<file path="config.mk">
export PLATFORM = sky130hd
export DESIGN_NAME = double_ended_queue
export DESIGN_NICKNAME = d
export VERILOG_FILES = /design/src/sv/deq_pkg.sv /design/src/sv/deq_ram.sv /design/src/sv/double_ended_queue.sv
export SDC_FILE = /design/constraint.sdc
export NUM_CORES = 1
export LEC_CHECK = 0
export BUFFER_PORTS_ARGS = -buffer_cell sky130_fd_sc_hd__buf_2
export CORE_MARGIN = 1
export CORE_UTILIZATION = 30
export DETAILED_ROUTE_END_ITERATION = 10
export HOLD_SLACK_MARGIN = 0.03
export PLACE_DENSITY = 0.56
export SYNTH_ARGS = -nofsm -noshare
export SYNTH_HDL_FRONTEND = slang
export SYNTH_SLANG_ARGS = --single-unit
</file>
<file path="constraint.sdc">
create_clock -name clk_i -period 4.63 [get_ports clk_i]
set_input_delay 0.926 -clock clk_i [delete_from_list [all_inputs] [get_ports clk_i]]
set_output_delay 0.926 -clock clk_i [all_outputs]
set_load 0.01 [all_outputs]
</file>
<file path="src/sv/deq_pkg.sv">
package deq_pkg;

  localparam int unsigned DepthDefault = 16;
  localparam int unsigned ValueW       = 32;
  localparam int unsigned OccW         = 5;
  localparam int unsigned FuncW        = 2;
  localparam int unsigned StatusW      = 2;
  localparam int unsigned OutDataW     = 40;

  typedef enum logic [FuncW-1:0] {
    FUNC_PUSH_FRONT = 2'd0,
    FUNC_PUSH_REAR  = 2'd1,
    FUNC_POP_FRONT  = 2'd2,
    FUNC_POP_REAR   = 2'd3
  } func_e;

  typedef enum logic [StatusW-1:0] {
    STATUS_OK        = 2'd0,
    STATUS_UNDERFLOW = 2'd1,
    STATUS_OVERFLOW  = 2'd2
  } status_e;

  typedef enum logic {
    ST_IDLE = 1'b0,
    ST_READ = 1'b1
  } state_e;

  localparam logic [ValueW-1:0] PopEmptyValue = '1;

endpackage

</file>
<file path="src/sv/deq_ram.sv">
module deq_ram #(
  parameter int unsigned Width = 32,
  parameter int unsigned Depth = 16,
  localparam int unsigned AddrW = (Depth > 1) ? $clog2(Depth) : 1
) (
  input  logic             clk_i,
  input  logic             we_i,
  input  logic [AddrW-1:0] waddr_i,
  input  logic [Width-1:0] wdata_i,
  input  logic             re_i,
  input  logic [AddrW-1:0] raddr_i,
  output logic [Width-1:0] rdata_o
);

  logic [Width-1:0] mem [Depth];

  always_ff @(posedge clk_i) begin
    if (we_i) begin
      mem[waddr_i] <= wdata_i;
    end
    if (re_i) begin
      rdata_o <= mem[raddr_i];
    end
  end

endmodule

</file>
<file path="src/sv/double_ended_queue.sv">
// Double-ended queue over a ring buffer in one synchronous RAM.
// Push: result registered in the cycle after the transfer; next item needs a free output.
// Pop: RAM read data is registered, then loaded into the output register; no new item is
// taken in ST_READ. Underflow and overflow results load in the cycle after the transfer.
// Reset (rst_ni low, async) empties the queue; RAM contents are not cleared.
module double_ended_queue #(
  parameter int unsigned Depth = deq_pkg::DepthDefault,
  localparam int unsigned PtrW = (Depth > 1) ? $clog2(Depth) : 1,
  localparam int unsigned CntW = $clog2(Depth + 1)
) (
  input  logic                          clk_i,
  input  logic                          rst_ni,
  input  logic                          s_axis_tvalid,
  output logic                          s_axis_tready,
  input  logic [deq_pkg::ValueW-1:0]    s_axis_tdata,   // value
  input  logic [deq_pkg::FuncW-1:0]     s_axis_tuser,   // func
  output logic                          m_axis_tvalid,
  input  logic                          m_axis_tready,
  output logic [deq_pkg::OutDataW-1:0]  m_axis_tdata,   // popped, occupancy, zero pad
  output logic [deq_pkg::StatusW-1:0]   m_axis_tuser    // status
);

  localparam logic [CntW-1:0] CntFull = CntW'(Depth);
  localparam logic [PtrW:0]   DepthW  = (PtrW + 1)'(Depth);
  localparam logic [PtrW-1:0] PtrLast = PtrW'(Depth - 1);

  deq_pkg::state_e state_q, state_d;
  logic [PtrW-1:0] head_q, head_d;
  logic [CntW-1:0] count_q, count_d;

  logic                          out_valid_q;
  logic [deq_pkg::ValueW-1:0]    popped_q, popped_d;
  deq_pkg::status_e              status_q, status_d;
  logic [deq_pkg::OccW-1:0]      occ_q;

  deq_pkg::func_e func;
  logic in_xfer, out_free, full, empty, load_now, load_read;
  logic we, re;
  logic [PtrW-1:0] waddr, raddr;
  logic [PtrW:0] rear_sum, rear_slot, last_sum, last_slot, next_sum;
  logic [PtrW-1:0] head_next;
  logic [deq_pkg::ValueW-1:0] rdata;
  logic [31:0] count_ext;

  assign func     = deq_pkg::func_e'(s_axis_tuser);
  assign out_free = !out_valid_q || m_axis_tready;
  assign in_xfer  = s_axis_tvalid && s_axis_tready;
  assign full     = (count_q == CntFull);
  assign empty    = (count_q == '0);

  // Ring slot arithmetic with explicit wrap
  assign rear_sum  = (PtrW + 1)'(head_q) + (PtrW + 1)'(count_q);
  assign rear_slot = (rear_sum >= DepthW) ? rear_sum - DepthW : rear_sum;
  assign last_sum  = (PtrW + 1)'(head_q) + (PtrW + 1)'(count_q - CntW'(1));
  assign last_slot = (last_sum >= DepthW) ? last_sum - DepthW : last_sum;
  assign next_sum  = (PtrW + 1)'(head_q) + (PtrW + 1)'(1);
  assign head_next = (next_sum >= DepthW) ? PtrW'(next_sum - DepthW) : PtrW'(next_sum);

  always_comb begin
    state_d = state_q;
    case (state_q)
      deq_pkg::ST_IDLE: begin
        if (in_xfer && func[1] && !empty) begin
          state_d = deq_pkg::ST_READ;
        end
      end
      deq_pkg::ST_READ: state_d = deq_pkg::ST_IDLE;
      default:          state_d = deq_pkg::ST_IDLE;
    endcase
  end

  always_comb begin
    s_axis_tready = 1'b0;
    load_read     = 1'b0;
    case (state_q)
      deq_pkg::ST_IDLE: s_axis_tready = out_free;
      deq_pkg::ST_READ: load_read     = 1'b1;
      default:          s_axis_tready = 1'b0;
    endcase
  end

  always_comb begin
    head_d   = head_q;
    count_d  = count_q;
    we       = 1'b0;
    re       = 1'b0;
    waddr    = head_q;
    raddr    = head_q;
    load_now = 1'b0;
    popped_d = '0;
    status_d = deq_pkg::STATUS_OK;
    if (in_xfer) begin
      case (func)
        deq_pkg::FUNC_PUSH_FRONT, deq_pkg::FUNC_PUSH_REAR: begin
          load_now = 1'b1;
          if (full) begin
            status_d = deq_pkg::STATUS_OVERFLOW;
          end else begin
            we      = 1'b1;
            count_d = count_q + CntW'(1);
            if (func == deq_pkg::FUNC_PUSH_FRONT) begin
              head_d = (head_q == '0) ? PtrLast : head_q - PtrW'(1);
              waddr  = head_d;
            end else begin
              waddr = PtrW'(rear_slot);
            end
          end
        end
        default: begin
          if (empty) begin
            load_now = 1'b1;
            popped_d = deq_pkg::PopEmptyValue;
            status_d = deq_pkg::STATUS_UNDERFLOW;
          end else begin
            re      = 1'b1;
            count_d = count_q - CntW'(1);
            if (func == deq_pkg::FUNC_POP_FRONT) begin
              raddr  = head_q;
              head_d = head_next;
            end else begin
              raddr = PtrW'(last_slot);
            end
          end
        end
      endcase
    end
  end

  deq_ram #(
    .Width(deq_pkg::ValueW),
    .Depth(Depth)
  ) u_ram (
    .clk_i  (clk_i),
    .we_i   (we),
    .waddr_i(waddr),
    .wdata_i(s_axis_tdata),
    .re_i   (re),
    .raddr_i(raddr),
    .rdata_o(rdata)
  );

  always_ff @(posedge clk_i or negedge rst_ni) begin
    if (!rst_ni) begin
      state_q     <= deq_pkg::ST_IDLE;
      head_q      <= '0;
      count_q     <= '0;
      out_valid_q <= 1'b0;
    end else begin
      state_q <= state_d;
      head_q  <= head_d;
      count_q <= count_d;
      if (load_now || load_read) begin
        out_valid_q <= 1'b1;
      end else if (m_axis_tready) begin
        out_valid_q <= 1'b0;
      end
    end
  end

  // Count already holds the post-operation value when the read data lands
  assign count_ext = 32'(count_d);

  always_ff @(posedge clk_i) begin
    if (load_read) begin
      popped_q <= rdata;
      status_q <= deq_pkg::STATUS_OK;
      occ_q    <= count_ext[deq_pkg::OccW-1:0];
    end else if (load_now) begin
      popped_q <= popped_d;
      status_q <= status_d;
      occ_q    <= count_ext[deq_pkg::OccW-1:0];
    end
  end

  assign m_axis_tvalid = out_valid_q;
  assign m_axis_tdata  = {3'b000, occ_q, popped_q};
  assign m_axis_tuser  = status_q;

  a_count_bound: assert property (@(posedge clk_i) disable iff (!rst_ni)
    count_q <= CntFull)
    else $error("entry count above depth");

  a_read_no_out: assert property (@(posedge clk_i) disable iff (!rst_ni)
    state_q == deq_pkg::ST_READ |-> !out_valid_q && !s_axis_tready)
    else $error("output busy or input open during RAM read");

  a_underflow_val: assert property (@(posedge clk_i) disable iff (!rst_ni)
    out_valid_q && status_q == deq_pkg::STATUS_UNDERFLOW |-> popped_q == deq_pkg::PopEmptyValue)
    else $error("underflow result carries wrong value");

  a_push_count: assert property (@(posedge clk_i) disable iff (!rst_ni)
    in_xfer && !func[1] && !full |=> count_q == $past(count_q) + CntW'(1))
    else $error("push did not grow the queue");

  a_pop_result: assert property (@(posedge clk_i) disable iff (!rst_ni)
    in_xfer && func[1] && !empty |=> ##1 out_valid_q && status_q == deq_pkg::STATUS_OK)
    else $error("pop result missing");

endmodule
</file>
Word level (Yosys, flattened, before mapping)
Memory sizes are Yosys's and may differ from the RTL's. A register that Yosys moved wholly into a read port is not among the register bits.
Index checks and enable logic that the tools add are counted.
{ "op_classes": {"n_addsub": 9, "n_div": 0, "magnitude_cmp": 3, "shifts": 0, "reduce_logical": 15, "multipliers": 0, "n_eq_ne": 6, "bitwise": 1, "mux": 49} }
{ "op_table": {"columns": ["cell", "count"], "rows": [
  ["two-way mux 32 bit", 5],
  ["two-way mux 4 bit", 17],
  ["two-way mux 5 bit", 6],
  ["two-way mux 1 bit", 17],
  ["subtractor 4 x 1 -> 4 bit (second input constant)", 4],
  [">= comparator 5 bit (second input constant)", 3],
  ["adder 4 x 5 -> 5 bit", 2],
  ["two-way mux 2 bit", 3],
  ["nonzero test 2 bit", 3],
  ["adder 4 x 1 -> 5 bit (second input constant)", 1],
  ["adder 5 x 1 -> 5 bit (second input constant)", 1],
  ["equality test 5 bit (second input constant)", 1],
  ["logical NOT 5 bit", 1],
  ["AND reduction 5 bit", 1],
  ["subtractor 5 x 1 -> 5 bit (second input constant)", 1],
  ["logical NOT 4 bit", 1],
  ["inequality test 2 bit (second input constant)", 2],
  ["logical AND 1 bit", 3],
  ["equality test 2 x 1 -> 1 bit (second input constant)", 1],
  ["equality test 2 bit (second input constant)", 1],
  ["logical NOT 1 bit", 2],
  ["logical NOT 2 bit", 1],
  ["logical OR 1 bit", 2],
  ["inequality test 2 x 1 -> 1 bit (second input constant)", 1],
  ["other kinds (3)", 3]
]} }
{ "word_totals": {"n_memories": 1, "latch_bits": 0, "word_cells": 91, "romBits": 0, "in_bits": 38, "regBits": 50, "mem_bits_rw": 512, "out_inout_bits": 44} }
{ "memory_table": {"columns": ["name", "words", "width", "read_ports", "rd_clocked_by_memory_dff", "wr", "line_no", "source"], "rows": [
  ["u_ram.mem", 16, 32, 1, 1, 1, "deq_ram.sv:15", "logic [Width-1:0] mem [Depth];"]
]} }

Longest topological paths before layout
Gate-level depths: netlist of the first run.
{ "logic_depth": {"word_depth": 8, "depth_mapped": 13, "mapped_depth_nobuf": 11} }

Hierarchy
Synthesis of the first run repeated with hierarchy kept, for this count alone.
{ "hier_totals": {"hier_cells": 1090, "area_unflattened_um2": 22888.2} }
{ "modules_own_cells": {"columns": ["mod", "area_per_inst_um2", "n_inst", "cells_each"], "rows": [
  ["deq_ram", 20155.6, 1, 838],
  ["double_ended_queue", 2732.6, 1, 252]
]} }

Worst setup path after synthesis of the first run
OpenSTA, ideal clock, no wires.
{ "synth_path": {"path_type": "input-to-reg", "startpoint": "input s_axis_tvalid", "endpoint": "memory u_ram.mem[4][0] (enable)", "path_slack_ns": 0.511, "path_stages": 7, "arrival_ns": 3.698, "path_cell_list": "nor2b_1 > nand2_1 > a211oi_1 > o21ai_0 > a22oi_1 > nand2_1 > nor2_1"} }
{ "synth_via": {"elab_chain_len": 4} }
{ "synth_rtl": {"columns": ["item", "line_no", "source"], "rows": [
  ["start, declared", "double_ended_queue.sv:13", "input logic s_axis_tvalid,"],
  ["logical AND 1 bit *", "double_ended_queue.sv:47", "assign in_xfer = s_axis_tvalid && s_axis_tready;"],
  ["two-way mux 1 bit", "double_ended_queue.sv:92", "if (in_xfer) begin"],
  ["two-way mux 1 bit", "deq_ram.sv:18", "if (we_i) begin"],
  ["two-way mux 1 bit (not written as such)", "deq_ram.sv:19", "mem[waddr_i] <= wdata_i;"],
  ["end, declared", "deq_ram.sv:15", null]
]} }
Every way passes the cells marked *; elsewhere a longest branch is shown, timed or not.

Worst setup path after layout of the first run
{ "layout_path": {"startpoint": "register count_q[0]", "endpoint": "register u_ram.rdata_o[7] (read register of u_ram.mem), data pin"} }
{ "layout_lines": {"columns": ["item", "line_no", "source"], "rows": [
  ["start, declared", "double_ended_queue.sv:29", "logic [CntW-1:0] count_q, count_d;"],
  ["start signal, assigned", "double_ended_queue.sv:151", "count_q <= count_d;"],
  ["logical NOT 5 bit", "double_ended_queue.sv:49", "assign empty = (count_q == '0);"],
  ["two-way mux 1 bit", "double_ended_queue.sv:110", "if (empty) begin"],
  ["two-way mux 1 bit", "double_ended_queue.sv:93", "case (func)"],
  ["two-way mux 1 bit", "double_ended_queue.sv:92", null],
  ["net re", "double_ended_queue.sv:38", "logic we, re;"],
  ["end, declared", "deq_ram.sv:12", "output logic [Width-1:0] rdata_o"]
]} }
The timed path passes the listed nets, and every way through them passes these cells.
A chain may end at the register's enable or synchronous reset.

==> impl_metrics.json, run 1 <==
{
  "grt_max_degree": 138,
  "cp-startpoint": "count_q[0]",
  "final_cell_mix": "581 x edfxtp_1, 212 x nand2_1, 142 x a21oi_1",
  "synth_edf_count": 581,
  "timing.final.crit_share_pct": 85.4,
  "root_buffer": "clkbuf_16",
  "async_flop_share_pct": 1.85,
  "route.detailed.drc": 0,
  "wirelength_mm": 58.9,
  "yosysWarnings": 0,
  "dp_cells": 2519,
  "fill_cells": 7253,
  "num_rows": 101,
  "worst-endpoint-required_ps": 5000,
  "nets": 1603,
  "synth_fa_ha_area_share_pct": 0.763,
  "p_total_uw": 16400,
  "place_ws_ps": 663,
  "worstMarginPinSlew_ps": 1140,
  "crit_fanout": 37,
  "io_buffers": 78,
  "multiInputGateArea_um2": 5130,
  "synthFlopType": "edfxtp_1",
  "clockBufferDepth": 3,
  "crit_path_start_kind": "flop",
  "place_hpwl_mm": 33.3,
  "syn_avg_cell_area_um2": 15.9,
  "cts_tree": "built",
  "status": "complete, no violations",
  "critPathArrivalTime_ps": 4320,
  "grt_pass1_wl_mm": 87.3,
  "cp-end-kind": "flop",
  "firstDrtPassIters": 5,
  "clkTransAtPathRegs_ps": 60,
  "cts.sink_count": 594,
  "layout_commonest_cell": "edfxtp_1",
  "fp.dieW_um": 281,
  "internal_power_uw": 11000,
  "cts-htree-levels": 2,
  "ioPinCount": 82,
  "p_sw_uw": 5410,
  "dieArea_um2": 78700,
  "areaGrowthSynthToFinish_pct": 16.3,
  "cap_viol_max_count": 0,
  "wl_per_cell_um": 22.4,
  "drtIter0Drc": 1226,
  "maxSlewViolCount": 0,
  "pwr-share-comb_pct": 29.7,
  "post_cts_buffers": 0,
  "antenna_found_initial": 4,
  "synth_seq_area_share_pct": 76.3,
  "initial_core_util_pct": 30.5,
  "power-per-cell-area_nw_per_um2": 605,
  "setup_viol": 0,
  "hold_ws_ps": 170,
  "numCtsBuffers": 61,
  "criticalPathCategory": "flop to flop",
  "grt-ovfl-total": 0,
  "finalSetupTns_ps": 0,
  "power.share.sequential_pct": 41.1,
  "relSlewSlack_pct": 24.1,
  "ir_drop_mv": 0.598,
  "synthXorXnorAreaFrac_pct": 0.376,
  "fin_skew_ps": 13.8,
  "grt_use_total_pct": 14.9,
  "die_h_um": 281,
  "r2r_start": "count_q[0]",
  "final_cells": 2630,
  "vias": 13269,
  "post-route-min-period_ps": 3960,
  "synth_area_um2": 23300,
  "synthSimpleGateAreaFrac_pct": 5.70,
  "synth_top_family_by_area": "compound AO/OA/AOI/OAI gates",
  "synth-compound-area-share_pct": 8.87,
  "synth_cells": 1465,
  "muxShareOfSynthArea_pct": 5.64,
  "min_path_type": "input pin to asynchronous set/reset pin",
  "ys_types": 51,
  "p_clk_share_pct": 29.3,
  "finalWorstSetupSlack_ps": 675,
  "ys_ff_latch": 594,
  "register_area_um2": 17800,
  "gp_congestion": 0.799,
  "ant_nets": 0,
  "timing.fmax_ghz": 0.253,
  "insertion_delay_ps": 630,
  "core_um2": 76300,
  "finalHoldViolCount": 0,
  "via_per_inst": 5.05,
  "grt_pass1_vias": 13086,
  "postCtsHoldBufs": 0,
  "p_leak_uw": 0.00920,
  "layout-drive-gt1-share_pct": 14.5,
  "rsz0062_at_grt": "false",
  "p_sw_share_pct": 33.0,
  "post_cts_resized": 0
}
==> power groups by stage <==
stage | Sequential, uW | Combinational, uW | Clock, uW
floorplan | 6780 | 3290 | 0
global placement | 6840 | 4810 | 0
detailed placement | 6840 | 4860 | 0
CTS | 6730 | 4870 | 4900
global route | 6770 | 5280 | 5100
finish | 6730 | 4860 | 4790
==> final timing paths <==
path | to | slack [ps] | cells after the start
min in group clk_i | m_axis_tuser[0] | 450 | 2
max in group asynchronous | state_q | 4220 | 1
hold reg to reg | m_axis_tuser[0] | 450 | 2
setup / recovery | u_ram.rdata_o[7] | 670 | 11
setup reg to reg | u_ram.rdata_o[7] | 670 | 11
hold / removal | head_q[2] | 170 | 1
==> worst max-delay path: stages (launching register included) <==
cell and delay [ps]:
dfrtp_1 440, inv_1 170, ha_1 200, or4b_4 510, nand4_2 190, inv_2 80
nand3_1 150, and2_4 560, buf_12 330, mux2i_1 340, a221oi_1 140, or4_1 540
==> synthesized netlist by cell type, types with 2 or more instances <==
master	count	area, um^2
buf_2	23	115
mux2i_1	130	1300
edfxtp_1	581	17400
or4_1	32	240
nor2_1	27	101
buf_4	3	22.5
dfrtp_1	11	275
clkbuf_1	52	195
nor2b_1	4	25.0
a221oi_1	129	1130
inv_1	11	41.3
nand2b_1	2	12.5
a211oi_1	3	22.5
dfxtp_1	2	40.0
nand2_1	217	815
xor2_1	5	43.8
buf_1	8	30.0
o21ai_2	2	17.5
xnor2_1	5	43.8
and2_1	3	18.8
a22o_1	2	17.5
o21ai_0	13	65.1
nand3_1	8	40.0
a21oi_1	142	711
fa_1	2	40.0
nor3_1	2	10.0
buf_6	12	135
ha_1	11	138
==> cells by family after synthesis <==
family | count (synthesis)
AOI/OAI and AO/OA | 303
and+or+nand+nor | 302
DFF | 594
muxes | 131
other | 1
buffers and inverters | 111
xor gates and xnor gates | 10
adders and majority gates | 13
==> sequential cells by signal, indices dropped and copies added, names as in the netlist <==
signal / count
m_axis_tvalid: 1
occ_q: 5
m_axis_tuser: 2
u_ram.mem: 512
count_q: 5
state_q: 1
popped_q: 32
head_q: 4
u_ram.rdata_o: 32
==> per-stage QoR <==
step                      util, %  instance area, um^2
after global placement       33.0                25200
after floorplan                 -                23300
final                        35.5                27100
after CTS                    35.5                27100
after detailed placement     33.0                25200
after global routing         35.5                27100
==> layout make-up <==
| cell class | instances | area share (%) |
|---|---|---|
| Antenna cell | 2 | 0.0185 |
| Clock buffer | 79 | 5.96 |
| Multi-Input combinational cell | 762 | 18.9 |
| Timing Repair Buffer | 121 | 3.42 |
| Tap cell | 1030 | 4.76 |
| Inverter | 12 | 0.166 |
| Clock inverter | 30 | 1.14 |
| Sequential cell | 594 | 65.6 |
==> routing by layer <==
layer | part of all wire [%] | up-vias | track usage [%]
met4 | 1.7 | 2 | 3.47
met1 | 45 | 6802 | 20.9
li1 | - | 5939 | -
met2 | 47 | 453 | 23.8
met5 | 0.022 | - | 0
met3 | 6.2 | 73 | 2.85
(Power assumes the default switching activity.)
==> inputs of run 2 (changes only) <==
--- a/config.mk
+++ b/config.mk
@@ -13,4 +13,5 @@
 export PLACE_DENSITY = 0.56
 export SYNTH_ARGS = -nofsm -noshare
 export SYNTH_HDL_FRONTEND = slang
+export SYNTH_HIERARCHICAL = 1
 export SYNTH_SLANG_ARGS = --single-unit
==> impl_metrics.json, run 2 <==
{
  "cp-end-kind": "flop",
  "clockBufferDepth": 3,
  "r2r_start": "count_q[1]",
  "grt-ovfl-total": 0,
  "nets": 1264,
  "largest_reg_flops": 512,
  "core_um2": 74900,
  "finalWorstSetupSlack_ps": 512,
  "synth.top_cell.area_share_pct": 76.2,
  "postCtsHoldBufs": 0,
  "relSlewSlack_pct": 23.3,
  "maxSlewViolCount": 0,
  "setup_viol": 0,
  "layout-drive-gt1-share_pct": 30.2,
  "insertion_delay_ps": 640,
  "crit_fanout": 24,
  "final_util_pct": 35.9,
  "yosys-top-cells-count": "581 x edfxtp_1, 128 x mux4_2, 103 x nand2_1",
  "cts.sink_count": 594,
  "firstDrtPassIters": 4,
  "wirelength_mm": 54.2,
  "wl_per_cell_um": 24.3,
  "path_cells": "inv_1, ha_1, nor3b_4, a2111oi_4, o21ai_0, nand2b_1, nor2_4, buf_12",
  "grt_max_degree": 42,
  "p_sw_share_pct": 29.5,
  "io_buffers": 78,
  "p_leak_uw": 0.00875,
  "post_cts_resized": 0,
  "cp_slowest_cell": "o21ai_0",
  "synth_cells": 1090,
  "finalSetupTns_ps": 0,
  "cts_tree": "built",
  "critPathArrivalTime_ps": 4440,
  "areaGrowthSynthToFinish_pct": 17.5,
  "met2_usage_pct": 22.5,
  "top_register": "u_ram/mem",
  "top_regs": "u_ram/mem x512, popped_q x32, u_ram/rdata_o x32",
  "antenna_found_initial": 5,
  "ant_nets": 0,
  "numCtsBuffers": 60,
  "status": "complete, no violations",
  "synth.most_common_cell": "edfxtp_1",
  "post_cts_buffers": 0,
  "internal_power_uw": 11000,
  "pwr-share-comb_pct": 27.3,
  "via_per_inst": 4.97,
  "gp_congestion": 0.757,
  "path_delay_family": "simple AND/OR/NAND/NOR gates",
  "p_clk_share_pct": 30.5,
  "yosysWarnings": 6,
  "vias": 11106,
  "synth_seq_area_share_pct": 77.6,
  "synthTopCellsByArea": "edfxtp_1 76%, mux4_2 13%, a22oi_1 2.1%",
  "async_flop_share_pct": 1.85,
  "fp.dieW_um": 278,
  "power-per-cell-area_nw_per_um2": 578,
  "yosys.area.top_type": "edfxtp_1",
  "synth_area_um2": 22900,
  "ys_types": 58,
  "dieArea_um2": 77400,
  "rr_worst_depth": 8,
  "place_hpwl_mm": 28.8,
  "ys_ff_latch": 594,
  "final_cell_mix": "581 x edfxtp_1, 128 x mux4_2, 103 x nand2_1",
  "power.share.sequential_pct": 42.2,
  "syn_avg_cell_area_um2": 21.0,
  "ir_drop_mv": 0.335,
  "max_stage_delay_ps": 930,
  "p_sw_uw": 4580,
  "layout_commonest_cell": "edfxtp_1",
  "synthFlopType": "edfxtp_1",
  "place_ws_ps": 586,
  "root_buffer": "clkbuf_16",
  "rsz0062_at_grt": "false",
  "drtIter0Drc": 961,
  "grt_pass1_wl_mm": 79.7,
  "crit_path_start_kind": "flop",
  "post-route-min-period_ps": 4120,
  "grt.busiest_layer": "met2",
  "timing.fmax_ghz": 0.243,
  "criticalPathCategory": "flop to flop",
  "finalHoldViolCount": 0,
  "cts-htree-levels": 2,
  "grt_pass1_vias": 11450,
  "cap_viol_max_count": 0,
  "worstMarginPinSlew_ps": 1140,
  "use_met3_pct": 2.60,
  "worst-endpoint-required_ps": 4950,
  "min_path_type": "input pin to asynchronous set/reset pin",
  "initial_core_util_pct": 30.5,
  "die_h_um": 278,
  "route.detailed.drc": 0,
  "fin_skew_ps": 11.7,
  "ioPinCount": 82,
  "regToRegSetupSlack_ps": 510,
  "r2r_end": "u_ram/mem[14][18]",
  "num_rows": 100,
  "use_met1_pct": 20.2,
  "synth_edf_count": 581,
  "grt_use_total_pct": 14.2,
  "clkTransAtPathRegs_ps": 60,
  "timing.final.crit_share_pct": 88.9,
  "crit_buf_inv": 2
}
==> run 2: changes by cell type in the layout (fill, tap and decap cells not counted), sizes merged, moves of 8 or more <==
cell    before  now
nor2        27   19
nand2      217  104
mux2i      130    1
clkbuf      79   65
a221oi     129    1
clkinv      23   33
or4         32    0
mux4         0  128
a22oi        1   64
a21oi      142    8
==> run 2: power by group through the flow <==
| stage | Combinational [uW] | Sequential [uW] | Clock, uW |
|---|---|---|---|
| detailed placement | 4300 | 6670 | 0 |
| floorplan | 3000 | 6600 | 0 |
| global route | 4600 | 6590 | 5050 |
| global placement | 4260 | 6660 | 0 |
| finish | 4250 | 6550 | 4750 |
| CTS | 4320 | 6560 | 4860 |
==> run 2: how the worst max path moves through the flow <==
stage                                from                 to  slack (ps)  cells after the start
after floorplan           s_axis_tuser[1]  u_ram/rdata_o[10]         200                     10
after global placement    s_axis_tuser[1]   u_ram/rdata_o[8]         650                      9
after detailed placement  s_axis_tuser[1]  u_ram/rdata_o[11]         590                      9
after CTS                      count_q[1]  u_ram/mem[14][22]         550                      8
after global routing           count_q[1]  u_ram/mem[14][18]         310                      8
final                          count_q[1]  u_ram/mem[14][18]         510                      8
==> run 2: stage by stage <==
stage / hold WS (ps) / area (um^2) / cells / power, uW
5_1_grt: 161 / 26900 / 2233 / 16200
4_1_cts: 133 / 26900 / 2233 / 15700
6_report: 161 / 26900 / 2235 / 15500
3_3_place_gp: 437 / 25000 / 2121 / 10900
2_1_floorplan: 495 / 22900 / 1092 / 9600
3_5_place_dp: 439 / 25000 / 2121 / 11000
==> run 2: layer usage <==
layer,share of wire (%),routed length (um)
met1,45,24600
met2,47,25400
met3,6.2,3350
met4,1.6,889
met5,0.085,46
==> run 2: cell families (layout without fill, tap and decap cells) <==
logic type,Yosys count,after routing,share of synthesized area [%]
buffers and inverters,71,243,1.54
XOR/XNOR,8,8,0.306
flip-flops,594,594,77.6
multiplexers,133,133,12.8
adder cells (fa/ha/maj),12,12,0.722
AND/OR/NAND/NOR,164,164,3.42
other,1,5,0.0164
AO/OA/AOI/OAI,107,107,3.56
==> run 2: layout make-up <==
type                       count  area [um^2]
antenna                        2         5.00
clock buffer                  65         1520
clock inverter                47          395
fill                        6817        48100
inverter                       8         30.0
multi-input combinational    427         4970
sequential                   594        17800
tap                          969         1210
timing repair buffer         123          991
==> run 2: worst reg2reg max path: stages, from the launching register on <==
cell	delay, ps
dfrtp_1	500
inv_1	150
ha_1	300
nor3b_4	410
a2111oi_4	200
o21ai_0	930
nand2b_1	470
nor2_4	510
buf_12	310
